==> config.mk <==
export PLATFORM = sky130hd
export DESIGN_NAME = line_position_stepped_steering_core
export DESIGN_NICKNAME = d
export VERILOG_FILES = /design/src/lps_pkg.sv /design/src/lps_scan.sv /design/src/lps_div.sv /design/src/line_position_stepped_steering_core.sv
export SDC_FILE = /design/constraint.sdc
export NUM_CORES = 1
export LEC_CHECK = 0
export ABC_AREA = 1
export BUFFER_PORTS_ARGS = -buffer_cell sky130_fd_sc_hd__buf_2
export CAP_MARGIN = 20
export CORE_ASPECT_RATIO = 2
export CORE_UTILIZATION = 62
export DETAILED_ROUTE_END_ITERATION = 10
export GPL_TIMING_DRIVEN = 0
export PLACE_DENSITY = 0.81
export SKIP_LAST_GASP = 1
export SLEW_MARGIN = 20
export SYNTH_ARGS = -nofsm -noshare
export SYNTH_HDL_FRONTEND = slang
export SYNTH_HIERARCHICAL = 1
export SYNTH_SLANG_ARGS = --single-unit
export TNS_END_PERCENT = 1
==> constraint.sdc <==
create_clock -name clk -period 7.17 [get_ports clk]
set_clock_uncertainty 0.2 [all_clocks]
set_input_delay 1.0755 -clock clk [delete_from_list [all_inputs] [get_ports clk]]
set_output_delay 1.0755 -clock clk [all_outputs]
set_load 0.03 [all_outputs]
==> src/lps_pkg.sv <==
// lps_pkg: shared types and constants for the line position steering block
// depends on nothing; imported by lps_scan, lps_div and the top level
`default_nettype none

package lps_pkg;

	// fixed field widths
	localparam int SensorCount = 8;
	localparam int PosWidth    = 13;
	localparam int ErrWidth    = 14;
	localparam int AngleWidth  = 8;
	localparam int StepWidth   = 4;
	localparam int CountWidth  = 4;   // 0..8 set sensors
	localparam int IdxSumWidth = 5;   // 0..28 sum of indices
	localparam int DivWidth    = 15;  // index sum * 1000 fits in 15 bits
	localparam int CfgIdxWidth = 2;

	// position and band constants
	localparam logic [DivWidth-1:0] PosUnit  = 15'd1000;
	localparam logic [PosWidth-1:0] PosReset = 13'd3500;
	localparam logic [PosWidth-1:0] PosMax   = 13'd7000;
	localparam logic [2:0]          FullSteps = 3'd7;

	// configuration register indexes
	localparam logic [CfgIdxWidth-1:0] CFG_LINE_IS_WHITE   = 2'd0;
	localparam logic [CfgIdxWidth-1:0] CFG_TARGET_POSITION = 2'd1;
	localparam logic [CfgIdxWidth-1:0] CFG_NEUTRAL_ANGLE   = 2'd2;
	localparam logic [CfgIdxWidth-1:0] CFG_ANGLE_STEP      = 2'd3;

	// configuration reset values
	localparam logic [AngleWidth-1:0] NeutralReset = 8'd93;
	localparam logic [StepWidth-1:0]  StepReset    = 4'd2;

	// control sequencer states
	typedef enum logic [1:0] {
		ST_IDLE,
		ST_SCAN,
		ST_DIV,
		ST_FIN
	} state_t;

	// scan unit result
	typedef struct packed {
		logic                   done;
		logic [CountWidth-1:0]  count;
		logic [IdxSumWidth-1:0] idx_sum;
	} scan_res_t;

	// divider result
	typedef struct packed {
		logic                done;
		logic [PosWidth-1:0] quotient;
	} div_res_t;

	// band count from the absolute error, bands of 500
	function automatic logic [2:0] band_count(input logic [PosWidth-1:0] a);
		logic [2:0] k;
		if (a == '0)
			k = 3'd0;
		else if (a < 13'd500)
			k = 3'd1;
		else if (a < 13'd1000)
			k = 3'd2;
		else if (a < 13'd1500)
			k = 3'd3;
		else if (a < 13'd2000)
			k = 3'd4;
		else if (a < 13'd2500)
			k = 3'd5;
		else if (a < 13'd3000)
			k = 3'd6;
		else
			k = FullSteps;
		return k;
	endfunction

endpackage

`default_nettype wire

==> src/lps_scan.sv <==
// lps_scan: bit-serial sensor scan, one sensor per cycle, leftmost first
// counts the set sensors and sums their indices; uses lps_pkg
`default_nettype none

module lps_scan
	import lps_pkg::*;
(
	input  wire logic                   clk,
	input  wire logic                   arst_n,
	input  wire logic                   start,
	input  wire logic [SensorCount-1:0] bits,
	output scan_res_t                   res
);

	logic [SensorCount-1:0] shift_q;
	logic [2:0]             idx_q;
	logic [CountWidth-1:0]  cnt_q;
	logic [IdxSumWidth-1:0] sum_q;
	logic                   busy_q;
	logic                   done_q;

	// control: busy while sensors remain, one-cycle done pulse
	always_ff @(posedge clk or negedge arst_n) begin
		if (!arst_n) begin
			busy_q <= 1'b0;
			done_q <= 1'b0;
		end else if (start) begin
			busy_q <= 1'b1;
			done_q <= 1'b0;
		end else if (busy_q) begin
			if (idx_q == 3'd7) begin
				busy_q <= 1'b0;
				done_q <= 1'b1;
			end
		end else begin
			done_q <= 1'b0;
		end
	end

	// datapath: shift out msb first, accumulate count and index sum
	always_ff @(posedge clk) begin
		if (start) begin
			shift_q <= bits;
			idx_q   <= '0;
			cnt_q   <= '0;
			sum_q   <= '0;
		end else if (busy_q) begin
			if (shift_q[SensorCount-1]) begin
				cnt_q <= cnt_q + 4'd1;
				sum_q <= sum_q + {2'b00, idx_q};
			end
			shift_q <= {shift_q[SensorCount-2:0], 1'b0};
			idx_q   <= idx_q + 3'd1;
		end
	end

	assign res.done    = done_q;
	assign res.count   = cnt_q;
	assign res.idx_sum = sum_q;

endmodule

`default_nettype wire

==> src/lps_div.sv <==
// lps_div: restoring divider, one quotient bit per cycle
// divides the weighted index sum by the set-sensor count; uses lps_pkg
`default_nettype none

module lps_div
	import lps_pkg::*;
(
	input  wire logic                  clk,
	input  wire logic                  arst_n,
	input  wire logic                  start,
	input  wire logic [DivWidth-1:0]   dividend,
	input  wire logic [CountWidth-1:0] divisor,
	output div_res_t                   res
);

	logic [DivWidth-1:0]   quo_q;
	logic [CountWidth-1:0] rem_q;
	logic [CountWidth-1:0] dvs_q;
	logic [3:0]            step_q;
	logic                  busy_q;
	logic                  done_q;

	logic [CountWidth:0]   trial;
	logic                  fits;
	logic [CountWidth:0]   diff;

	// one trial subtraction per cycle
	always_comb begin
		trial = {rem_q, quo_q[DivWidth-1]};
		fits  = trial >= {1'b0, dvs_q};
		diff  = trial - {1'b0, dvs_q};
	end

	// control
	always_ff @(posedge clk or negedge arst_n) begin
		if (!arst_n) begin
			busy_q <= 1'b0;
			done_q <= 1'b0;
		end else if (start) begin
			busy_q <= 1'b1;
			done_q <= 1'b0;
		end else if (busy_q) begin
			if (step_q == 4'(DivWidth - 1)) begin
				busy_q <= 1'b0;
				done_q <= 1'b1;
			end
		end else begin
			done_q <= 1'b0;
		end
	end

	// datapath: dividend shifts out while quotient bits shift in
	always_ff @(posedge clk) begin
		if (start) begin
			quo_q  <= dividend;
			rem_q  <= '0;
			dvs_q  <= divisor;
			step_q <= '0;
		end else if (busy_q) begin
			rem_q  <= fits ? diff[CountWidth-1:0] : trial[CountWidth-1:0];
			quo_q  <= {quo_q[DivWidth-2:0], fits};
			step_q <= step_q + 4'd1;
		end
	end

	assign res.done     = done_q;
	assign res.quotient = quo_q[PosWidth-1:0];

endmodule

`default_nettype wire

==> src/line_position_stepped_steering_core.sv <==
// line_position_stepped_steering_core: top level of the line sensor steering block
// holds config registers, sequencer, steering logic and output register
// uses lps_pkg, lps_scan and lps_div
//
// channel | direction | handshake          | payload
// in      | to block  | in_valid/in_stall  | sensor_bits
// out     | from block| out_valid/out_stall| steering_angle, line_position,
//         |           |                    | position_error, line_seen
// cfg     | to block  | cfg_valid/cfg_ready| cfg_index, cfg_data
//
// one word at a time: the result follows the 8-step sensor scan and, when the line is seen,
// the 15-step divider
// a new word is taken while the previous result still waits in the output register
// reset restores the config defaults and a held position of 3500
// out_stall only delays the final load; cfg_ready is always high
`default_nettype none

module line_position_stepped_steering_core
	import lps_pkg::*;
(
	input  wire logic                    clk,
	input  wire logic                    arst_n,
	// input words
	input  wire logic                    in_valid,
	output logic                         in_stall,
	input  wire logic [SensorCount-1:0]  sensor_bits,
	// result words
	output logic                         out_valid,
	input  wire logic                    out_stall,
	output logic [AngleWidth-1:0]        steering_angle,
	output logic [PosWidth-1:0]          line_position,
	output logic signed [ErrWidth-1:0]   position_error,
	output logic                         line_seen,
	// configuration writes
	input  wire logic                    cfg_valid,
	output logic                         cfg_ready,
	input  wire logic [CfgIdxWidth-1:0]  cfg_index,
	input  wire logic [PosWidth-1:0]     cfg_data
);

	// configuration registers
	logic                  white_q;
	logic [PosWidth-1:0]   target_q;
	logic [AngleWidth-1:0] neutral_q;
	logic [StepWidth-1:0]  step_q;

	logic [PosWidth-1:0]   held_q;
	logic                  seen_q;
	state_t                state_q, state_nx;

	logic                  scan_start, div_start, fin_load;
	logic [SensorCount-1:0] line_bits;
	scan_res_t             scan_res;
	div_res_t              div_res;
	logic [DivWidth-1:0]   dividend;

	logic [PosWidth-1:0]   pos;
	logic signed [ErrWidth-1:0] err;
	logic [PosWidth-1:0]   err_abs;
	logic [2:0]            k;
	logic [6:0]            offset;
	logic signed [9:0]     angle;
	logic [AngleWidth-1:0] angle_sat;
	logic                  out_valid_q;

	assign cfg_ready = 1'b1;

	// config write
	always_ff @(posedge clk or negedge arst_n) begin
		if (!arst_n) begin
			white_q   <= 1'b0;
			target_q  <= PosReset;
			neutral_q <= NeutralReset;
			step_q    <= StepReset;
		end else if (cfg_valid && cfg_ready) begin
			case (cfg_index)
				CFG_LINE_IS_WHITE:   white_q   <= cfg_data[0];
				CFG_TARGET_POSITION: target_q  <= cfg_data;
				CFG_NEUTRAL_ANGLE:   neutral_q <= cfg_data[AngleWidth-1:0];
				CFG_ANGLE_STEP:      step_q    <= cfg_data[StepWidth-1:0];
				default: ;
			endcase
		end
	end

	// a 1 always means line seen
	assign line_bits = white_q ? sensor_bits : ~sensor_bits;
	assign dividend  = {{(DivWidth-IdxSumWidth){1'b0}}, scan_res.idx_sum} * PosUnit;

	lps_scan u_scan (
		.clk    (clk),
		.arst_n (arst_n),
		.start  (scan_start),
		.bits   (line_bits),
		.res    (scan_res)
	);

	lps_div u_div (
		.clk      (clk),
		.arst_n   (arst_n),
		.start    (div_start),
		.dividend (dividend),
		.divisor  (scan_res.count),
		.res      (div_res)
	);

	// sequencer next state
	always_comb begin
		state_nx = state_q;
		case (state_q)
			ST_IDLE: if (in_valid) state_nx = ST_SCAN;
			ST_SCAN: begin
				if (scan_res.done)
					state_nx = (scan_res.count != '0) ? ST_DIV : ST_FIN;
			end
			ST_DIV: if (div_res.done) state_nx = ST_FIN;
			ST_FIN: if (!out_valid_q || !out_stall) state_nx = ST_IDLE;
			default: state_nx = ST_IDLE;
		endcase
	end

	// sequencer outputs
	always_comb begin
		in_stall   = (state_q != ST_IDLE);
		scan_start = (state_q == ST_IDLE) && in_valid;
		div_start  = (state_q == ST_SCAN) && scan_res.done && (scan_res.count != '0);
		fin_load   = (state_q == ST_FIN) && (!out_valid_q || !out_stall);
	end

	always_ff @(posedge clk or negedge arst_n) begin
		if (!arst_n) begin
			state_q <= ST_IDLE;
			seen_q  <= 1'b0;
			held_q  <= PosReset;
		end else begin
			state_q <= state_nx;
			if (state_q == ST_SCAN && scan_res.done)
				seen_q <= (scan_res.count != '0);
			if (fin_load && seen_q)
				held_q <= div_res.quotient;
		end
	end

	// steering: position, error, band and saturated angle
	always_comb begin
		pos     = seen_q ? div_res.quotient : held_q;
		err     = $signed({1'b0, target_q}) - $signed({1'b0, pos});
		err_abs = err[ErrWidth-1] ? PosWidth'(-err) : err[PosWidth-1:0];
		k       = seen_q ? band_count(err_abs) : FullSteps;
		offset  = {4'b0000, k} * {3'b000, step_q};
		if (seen_q)
			angle = err[ErrWidth-1] ? $signed({2'b00, neutral_q}) + $signed({3'b000, offset})
			                        : $signed({2'b00, neutral_q}) - $signed({3'b000, offset});
		else
			angle = (held_q < target_q) ? $signed({2'b00, neutral_q}) - $signed({3'b000, offset})
			                            : $signed({2'b00, neutral_q}) + $signed({3'b000, offset});
		if (angle < 0)
			angle_sat = '0;
		else if (angle > 10'sd255)
			angle_sat = '1;
		else
			angle_sat = angle[AngleWidth-1:0];
	end

	// output register
	always_ff @(posedge clk or negedge arst_n) begin
		if (!arst_n)
			out_valid_q <= 1'b0;
		else if (fin_load)
			out_valid_q <= 1'b1;
		else if (!out_stall)
			out_valid_q <= 1'b0;
	end

	always_ff @(posedge clk) begin
		if (fin_load) begin
			steering_angle <= angle_sat;
			line_position  <= pos;
			position_error <= err;
			line_seen      <= seen_q;
		end
	end

	assign out_valid = out_valid_q;

	// divider only runs with a nonzero count
	a_div_nonzero: assert property (@(posedge clk) disable iff (!arst_n)
		div_start |-> scan_res.count != '0)
		else $error("divider started with zero divisor");

	// held position stays on the sensor scale
	a_held_range: assert property (@(posedge clk) disable iff (!arst_n)
		held_q <= PosMax)
		else $error("held position out of range");

	// after a result load, out_valid is high and the sequencer is back in idle
	a_load_state: assert property (@(posedge clk) disable iff (!arst_n)
		fin_load |=> out_valid_q && state_q == ST_IDLE)
		else $error("result load did not complete");

	// no new word while a word is in progress
	a_one_word: assert property (@(posedge clk) disable iff (!arst_n)
		state_q != ST_IDLE |-> in_stall)
		else $error("input accepted while busy");

endmodule

`default_nettype wire
Word level (Yosys, flattened, before mapping) --
Cells that the tools add are included.
Storage, ports and cells: register bits 130, bits of input ports 28, output and inout bits 39, logic and storage cells 123
Operators by class: $add $sub $neg 9, multipliers 2, order comparisons 10, eq/ne operators 15, mux-type cells 40, bitwise operators 1, reduce and logical (&&, ||, !) cells 21
Operators by type and width (number):
- $mux 8 | 4
- $mux 10 | 3
- $mux 15 | 2
- $lt 13x11->1 const B | 2
- $lt 13x12->1 const B | 2
- $mux 13 | 2
- $mux 1 | 16
- $mux 3 | 5
- $sub 13x13->14 | 1
- $logic_not 13->1 | 1
- $lt 13x10->1 const B | 1
- $lt 13x13->1 | 1
- $lt 13x9->1 const B | 1
- $neg 13->13 | 1
- $mul 5x7->12 const B | 1
- $mux 2 | 6
- $gt 10x9->1 const B | 1
- $lt 10x1->1 const B | 1
- $reduce_and 2->1 | 5
- $add 8x7->9 | 1
- $sub 8x7->9 | 1
- $add 4x1->4 const B | 2
- $eq 2x2->1 const B | 4
- $not 8->8 | 1
- other kinds (20) | 33

Depth between registers and ports, before layout --
Gate-level depths: netlist of run 1.
depth after elaboration 19, gate-level depth with buffers 47, gate-level depth less buffers 46

Cells and area by module --
Netlist of run 1, hierarchy kept.
By module, submodules not included:
- line_position_stepped_steering_core | times used 1, cells each 857, area each 6641.4 um^2, sequential area each 2182.1 um^2
- lps_div | times used 1, cells each 161, area each 1465.2 um^2, sequential area each 780.7 um^2
- lps_scan | times used 1, cells each 117, area each 1018.5 um^2, sequential area each 530.5 um^2

Least setup slack after synthesis of run 1 --
No wires, ideal clock.
path kind register to register, start point reg seen_q, end point reg steering_angle[0], data pin, data arrival time 6084 ps, data required time 6688 ps, path slack 604 ps, cell stages (with the launch flop) 41, path buffers 2, path through dfrtp_1 -> clkbuf_1 -> clkbuf_1 -> nand2_1 -> o21ai_0 -> inv_1 -> fa_1 -> inv_1 -> nand2_1 -> nand2_1 -> nand2_1 -> inv_2 -> nand2_2 -> nor2_4 -> nand3_2 -> nor2_2 -> nand2_1 -> nand2_2 -> (+5 left out) -> nand2_1 -> nand2_1 -> nand2_2 -> nand2_2 -> nand2_1 -> fa_1 -> inv_1 -> ha_1 -> fa_1 -> ha_1 -> o31ai_1 -> a21oi_1 -> o21bai_1 -> a211oi_1 -> nand2_1 -> nand2_1 -> o221ai_1 -> o21ai_0
On the way: longest elaborated chain between the ends 19
RTL lines:
- start: declaration | line line_position_stepped_steering_core.sv:48 | logic seen_q;
- start signal: assignment | line line_position_stepped_steering_core.sv:138 | seen_q <= (scan_res.count != '0);
- $mux 13 (*) | line line_position_stepped_steering_core.sv:146 | pos = seen_q ? div_res.quotient : held_q;
- via pos[1] | line line_position_stepped_steering_core.sv:57 | logic [PosWidth-1:0] pos;
- $sub 13x13->14 (*) | line line_position_stepped_steering_core.sv:147 | err = $signed({1'b0, target_q}) - $signed({1'b0, pos});
- $neg 13->13 | line line_position_stepped_steering_core.sv:148 | err_abs = err[ErrWidth-1] ? PosWidth'(-err) : err[PosWidth-1:0];
- $mux 13 | line line_position_stepped_steering_core.sv:148
- $lt 13x12->1 | line lps_pkg.sv:70 | else if (a < 13'd3000)
- $mux 1 | line lps_pkg.sv:70
- $mux 2 | line lps_pkg.sv:68 | else if (a < 13'd2500)
- (+4 left out)
- $mux 3 | line lps_pkg.sv:58 | if (a == '0)
- $mux 3 | line line_position_stepped_steering_core.sv:149 | k = seen_q ? band_count(err_abs) : FullSteps;
- $mul 3x4->7 | line line_position_stepped_steering_core.sv:150 | offset = {4'b0000, k} * {3'b000, step_q};
- $add 8x7->9 / $sub 8x7->9 (equally long branches)
- $mux 10, on equally long branches | line line_position_stepped_steering_core.sv:155, line_position_stepped_steering_core.sv:152
- $mux 10 (*) | line line_position_stepped_steering_core.sv:151 | if (seen_q)
- $gt 10x9->1 | line line_position_stepped_steering_core.sv:159 | else if (angle > 10'sd255)
- $mux 8 | line line_position_stepped_steering_core.sv:159
- end signal: assignment | line line_position_stepped_steering_core.sv:177 | steering_angle <= angle_sat;
- end: declaration | line line_position_stepped_steering_core.sv:30 | output logic [AngleWidth-1:0] steering_angle,
Mark *: on every way through the listed nets, which the timed path passes. The rest lies on a longest branch. A chain may end at the register's enable or synchronous reset.

Final worst setup path of run 1 --
start point reg seen_q, end point reg steering_angle[6], data pin
On the way: longest elaborated chain between the ends 19
RTL lines:
- $mux 13 | line line_position_stepped_steering_core.sv:146
- $sub 13x13->14 | line line_position_stepped_steering_core.sv:147
- $neg 13->13 | line line_position_stepped_steering_core.sv:148
- $mux 13 | line line_position_stepped_steering_core.sv:148
- $lt 13x12->1 | line lps_pkg.sv:70
- $mux 1 | line lps_pkg.sv:70
- $mux 2 | line lps_pkg.sv:68
- $mux 2 | line lps_pkg.sv:66 | else if (a < 13'd2000)
- (+3 left out)
- $mux 3 | line lps_pkg.sv:58
- $mux 3 | line line_position_stepped_steering_core.sv:149
- $mul 3x4->7 | line line_position_stepped_steering_core.sv:150
- $add 8x7->9 / $sub 8x7->9 (equally long branches)
- $mux 10, on equally long branches | line line_position_stepped_steering_core.sv:155, line_position_stepped_steering_core.sv:152
- $mux 10 (*) | line line_position_stepped_steering_core.sv:151
- $gt 10x9->1 | line line_position_stepped_steering_core.sv:159
- $mux 8 | line line_position_stepped_steering_core.sv:159
Every way passes the cells marked *; elsewhere a longest branch is shown, timed or not.

==> impl_metrics.csv, run 1 <==
group,metric,value,unit
global_route,gr-total-overflow,0,
global_route,track_usage,0.285,
die,coreArea,14400,um^2
cts,clock_latency,0.42,ns
worst_setup_path,criticalPathCategory,"flip-flop to flip-flop",
worst_setup_path,reg2regPathDepth,44,
logic_synthesis,netlist_area,9130,um^2
logic_synthesis,synth_seq_cells,130,
cts,root_buffer,"clkbuf_16",
worst_setup_path,crit_slowest_cell,"fa_1",
die,rows,62,
worst_hold_path,hold_path_class,"flip-flop to flip-flop",
cts,cts_sinks,130,
cts,cts.clk_slew.worst_paths,0.06,ns
finish,seq_area,3490,um^2
logic_synthesis,synth_compound_area_frac,0.103,
sta,fin_crit,6.85,ns
sta,slew_viol_final,0,
finish,diodes,0,
logic_synthesis,yosysTopAreaCellShare,0.207,
sta,period_share,0.956,
global_route,antenna_found_initial,0,
logic_synthesis,postSynthCellCount,1135,
place,hpwl,15700,um
worst_hold_path,holdCritStartpoint,"u_div/rem_q[3]$_SDFFE_PP0P_",
cts,cts_tree,"built",
global_route,grt_max_degree,48,
sta,tightestPinTransition,0.628,ns
logic_synthesis,synthTopCellsByCount,"288 x nand2_1, 183 x inv_1, 85 x o21ai_0, 84 x ha_1, 65 x nand3_1",
logic_synthesis,synthMuxAreaShare,0,
logic_synthesis,synth_top_family_by_area,"simple AND/OR/NAND/NOR gates",
die,io_pins,67,
logic_synthesis,synth-xor-area-share,0.0365,
drt,drt_wl_total,20700,um
logic_synthesis,synth_edf_count,63,
drt,post_drt_wl_per_cell,14.4,um
sta,setup_slack,0.319,ns
finish,nets,1363,
die,initial_core_util,0.636,
logic_synthesis,seq_area_frac_synth,0.383,
worst_setup_path,crit_top_cell,"nand2_1",
cts,clockBufferDepth,2,
finish,nFillCells,1052,
cts,cts_buffers,17,
logic_synthesis,avgSynthCellArea,8.04,um^2
logic_synthesis,synth_top_flop_cell,"edfxtp_1",
worst_setup_path,start_kind,"flip-flop",
place,gp_congestion,0.885,
sta,setup_viol,0,
logic_synthesis,synth_area_leaders,"edfxtp_1 21%, nand2_1 12%, ha_1 12%",
finish,drive_above_1_share,0.201,
sta,grt_setup_unrepaired,"yes",
finish,utilization,0.743,
drt,avgViaCountPerCell,5.41,
finish,multi_input_area,4910,um^2
place,placed_area,9740,um^2
drt,drt_iter0_drc,309,
global_route,grt_pass1_vias,7893,
logic_synthesis,synth_area_leader_cell,"edfxtp_1",
place,pre_cts_ws,-1.27,ns
worst_setup_path,cpPeakStageDelay,0.50,ns
run,max-cap-violations,0,
logic_synthesis,synth_adder_area_share,0.155,
worst_setup_path,worstPathArrival,6.80,ns
worst_setup_path,rrSetupSlack,0.32,ns
finish,syn2layout_area_growth,16.8,%
worst_setup_path,r2r_end,"steering_angle[6]$_SDFFCE_PN0P_",
logic_synthesis,synthSimpleGateAreaFrac,0.219,
worst_setup_path,r2r-start,"seen_q$_DFFE_PN0P_",
logic_synthesis,synthArstFlopShare,0.362,
place,port_buffers,65,
run_status,status,"finished clean",
worst_setup_path,required,7.12,ns
drt,first_pass_iters,5,
drt,vias,7782,
die,die-area,15200,um^2
cts,htree_levels,4,
global_route,grt_pass1_wl,33900,um
worst_hold_path,hold-path-cell-count,2,
die,fp.dieW,87.8,um
logic_synthesis,synthDistinctLibCells,49,
drt,ant_nets,0,
worst_setup_path,crit_fanout,10,
drt,drc,0,
worst_setup_path,end_kind,"flip-flop",
sta,relSlewSlack,0.582,
sta,max_freq,0.146,GHz
cts,hold_buffers,0,
logic_synthesis,synth_warnings,6,
finish,finish.instance_area,10700,um^2
die,die_h,174,um
worst_hold_path,min_to,"u_div/rem_q[3]$_SDFFE_PP0P_",
logic_synthesis,synth_most_common_cell,"nand2_1",
sta,final-hold-violation-count,0,
how the worst max path moves through the flow:
stage / from / endpoint / slack [ns] / depth (start not counted)
floorplan: seen_q$_DFFE_PN0P_ / steering_angle[0]$_SDFFCE_PN0P_ / 0.60 / 40
global placement: seen_q$_DFFE_PN0P_ / steering_angle[3]$_SDFFCE_PN0P_ / -1.15 / 36
detailed placement: seen_q$_DFFE_PN0P_ / steering_angle[3]$_SDFFCE_PN0P_ / -1.27 / 37
CTS: seen_q$_DFFE_PN0P_ / steering_angle[5]$_SDFFCE_PN0P_ / 0.006 / 38
global route: seen_q$_DFFE_PN0P_ / steering_angle[4]$_SDFFCE_PN0P_ / -0.06 / 38
finish: seen_q$_DFFE_PN0P_ / steering_angle[6]$_SDFFCE_PN0P_ / 0.32 / 44
timing repair:
item,4_1_cts,5_1_grt
cloned,0,0
endpoints found under the setup margin,8,8
resized for setup,30,52
buffers inserted,0,11
pin swaps,0,28
critical path, delay by kind of cell, from the launching register on:
kind | cells | cell delay, ns
and+or+nand+nor | 24 | 2.05
adders and majority gates | 5 | 1.91
AOI/OAI and AO/OA | 7 | 1.02
DFF | 1 | 0.46
buffers and inverters | 8 | 0.88
metal layers:
layer  GRT usage  part of all wire  routed length, um  vias to the layer above
met5           0                 0                  0                        -
met4       0.194             0.061               1260                        0
met3      0.0419             0.032                673                       92
met2       0.552              0.58              12000                      206
met1       0.254              0.33               6840                     3657
li1            -                 -                  -                     3827
stage by stage:
| stage | hold slack, ns | setup TNS, ns | instances |
|---|---|---|---|
| after floorplan | 0.228 | 0 | 1137 |
| after global placement | 0.240 | -8.94 | 1394 |
| after detailed placement | 0.248 | -9.97 | 1395 |
| after CTS | 0.259 | 0 | 1427 |
| after global routing | 0.282 | -0.307 | 1438 |
| final | 0.264 | 0 | 1438 |
kinds of logic (layout without fill, tap and decap cells):
logic type	count (synthesis)	count (layout)
simple gates	461	461
buf+inv	230	339
compound gates	175	175
flops	130	130
fa+ha+maj	102	102
xor+xnor	35	35
other cells	2	4
layout make-up:
class	count	share of cell area
multi-input combinational	777	0.461
sequential	130	0.328
inverter	193	0.0688
clock buffer	21	0.0462
timing repair buffer	77	0.0411
buffer	37	0.0249
tap	192	0.0225
clock inverter	11	0.00786
sequential cells by signal (all words and copies together), names as in the netlist, 5 cells and up:
name,cells
held_q,13
line_position,13
position_error,14
neutral_q,8
steering_angle,8
u_scan/shift_q,8
target_q,13
u_div/quo_q,15
u_scan/sum_q,5
cells in the final DEF (no fill, tap or decap), drive strengths merged, types with 6 or more instances in the layout:
cell type	count
dfxtp	20
o21ai	91
dfrtp	27
ha	84
edfxtp	63
nand4	6
nor2	69
inv	200
xor2	24
nand3	68
xnor2	11
clkbuf	32
nand2	306
dfstp	20
buf	103
a21oi	58
fa	18
Power of run 1 is not shown: default switching activity piles up to over one toggle a cycle in this logic, so the estimate is an artifact.
==> run 2: changes to the inputs <==
Settings changed: BUFFER_PORTS_ARGS -buffer_cell sky130_fd_sc_hd__buf_2 to unset, CORE_UTILIZATION 62 to 65, DONT_BUFFER_PORTS set to 1, PLACE_DENSITY 0.81 to 0.8.
==> run 2 against run 1 <==
Count of clock-buffer cells in the layout fell by 4. Non-clock buffer count fell by 68. Via count fell by 4.1%. Routed wire length fell by 1.5%. Critical path type unchanged.
==> impl_metrics.csv, run 2 (synthesis results as in run 1) <==
group,metric,value,unit
worst_setup_path,worstSetupEndpoint,"steering_angle[6]$_SDFFCE_PN0P_",
worst_setup_path,rrSetupSlack,0.24,ns
drt,first_pass_iters,7,
cts,clock_latency,0.43,ns
place,hpwl,15200,um
worst_setup_path,required,7.12,ns
place,gp_congestion,0.907,
sta,whs,0.145,ns
worst_setup_path,crit_top_cell,"nand2_1",
sta,slew_viol_final,0,
run_status,status,"finished clean",
die,coreArea,13600,um^2
worst_setup_path,criticalPathCategory,"flip-flop to flip-flop",
cts,cts_tree,"built",
place,port_buffers,0,
finish,finalNonFillerCells,1364,
die,io_pins,67,
finish,regMostFlops,"u_div/quo_q",
cts,cts_buffers,17,
place,place_inst,1324,
finish,largest_reg_flops,15,
die,rows,60,
global_route,track_usage,0.287,
worst_setup_path,start_kind,"flip-flop",
die,fp.dieW,85.8,um
drt,drt_iter0_drc,356,
finish,largestRegisters,"u_div/quo_q: 15 flops, position_error: 14 flops",
drt,drc,0,
worst_setup_path,crit_slowest_cell,"fa_1",
cts,cts.clk_slew.worst_paths,0.08,ns
cts,cts_sinks,130,
drt,post_drt_wl_per_cell,15.0,um
cts,root_buffer,"clkbuf_16",
worst_setup_path,crit_fanout,10,
finish,syn2layout_area_growth,12.5,%
worst_setup_path,end_kind,"flip-flop",
global_route,gr-total-overflow,0,
global_route,antenna_found_initial,0,
run,max-cap-violations,0,
finish,seq_area,3490,um^2
finish,layout_common_cells,"277 x nand2_1, 180 x inv_1, 80 x ha_1",
finish,multi_input_area,4900,um^2
worst_hold_path,hold_path_class,"primary input to asynchronous set/reset pin",
sta,period_share,0.966,
die,initial_core_util,0.672,
worst_setup_path,worstPathArrival,6.88,ns
global_route,grt_pass1_vias,7449,
finish,drive_above_1_share,0.149,
global_route,grt_pass1_wl,32500,um
drt,drt_wl_total,20400,um
worst_setup_path,cpPeakStageDelay,0.47,ns
worst_setup_path,r2r_end,"steering_angle[6]$_SDFFCE_PN0P_",
finish,nFillCells,963,
sta,setup_slack,0.245,ns
finish,final_common_cell,"nand2_1",
sta,max_freq,0.144,GHz
die,die_h,170,um
sta,relSlewSlack,0.578,
worst_setup_path,reg2regPathDepth,40,
finish,nets,1295,
sta,setup_viol,0,
sta,fin_crit,6.93,ns
cts,hold_buffers,0,
drt,vias,7463,
cts,htree_levels,4,
sta,final-hold-violation-count,0,
drt,avgViaCountPerCell,5.47,
global_route,grt_max_degree,48,
die,die-area,14500,um^2
sta,tightestPinTransition,0.633,ns
cts,clockBufferDepth,2,
drt,ant_nets,0,
place,pre_cts_ws,-1.32,ns
worst_setup_path,crit_path_start,"seen_q$_DFFE_PN0P_",
worst_setup_path,r2r-start,"seen_q$_DFFE_PN0P_",
finish,diodes,0,
[run 2: cell count changes in the layout (fill, tap and decap cells not counted), sizes merged]
cell	previous run	this run
buf	103	36
inv	200	204
clkbuf	32	27
[run 2: final cells by class]
| cell class | instances | area share |
|---|---|---|
| multi-input cells | 777 | 0.478 |
| repair buffers | 9 | 0.00853 |
| clock inverters | 15 | 0.0145 |
| flip-flops and latches | 130 | 0.340 |
| inverters | 193 | 0.0707 |
| clock buffers | 17 | 0.0414 |
| well taps | 186 | 0.0227 |
| plain buffers | 37 | 0.0239 |
[run 2: worst min-delay path by stage]
stage                                 startpoint                            to  slack [ns]
CTS                                       arst_n       u_scan/busy_q$_DFF_PN0_        0.13
global route                              arst_n       u_scan/busy_q$_DFF_PN0_        0.13
finish                                    arst_n      neutral_q[1]$_DFFE_PN0P_        0.15
floorplan           u_div/step_q[3]$_SDFFE_PP0P_  u_div/step_q[3]$_SDFFE_PP0P_        0.23
detailed placement  u_div/step_q[3]$_SDFFE_PP0P_  u_div/step_q[3]$_SDFFE_PP0P_        0.25
global placement    u_div/step_q[3]$_SDFFE_PP0P_  u_div/step_q[3]$_SDFFE_PP0P_        0.24
[run 2: through the flow]
| stage | utilization | area, um^2 | setup TNS (ns) |
|---|---|---|---|
| finish | 0.755 | 10300 | 0 |
| global route | 0.755 | 10300 | -0.689 |
| CTS | 0.744 | 10100 | 0 |
| detailed placement | 0.692 | 9400 | -10.26 |
| global placement | 0.689 | 9370 | -9.55 |
| floorplan | - | 9130 | 0 |
[run 2: timing repair]
item | in CTS | in global routing
gates resized for setup | 31 | 37
endpoints found under the setup margin | 8 | 8
pin swaps | 7 | 21
cloned | 0 | 0
buffers inserted | 1 | 7
[run 2: critical path, delay by kind of cell (launching register included)]
kind	cells	cell delay [ns]
buf+inv	7	0.71
simple gates	18	1.83
compound gates	8	1.18
xor+xnor	1	0.24
fa+ha+maj	6	2.01
flops	1	0.46
[run 2: per-layer routing]
layer / track usage / vias to the layer above / share of wire
li1: - / 3693 / -
met1: 0.256 / 3482 / 0.34
met2: 0.569 / 204 / 0.58
met3: 0.0520 / 84 / 0.029
met4: 0.178 / 0 / 0.061
met5: 0 / - / 0
Power of run 2 is left out for the same reason.
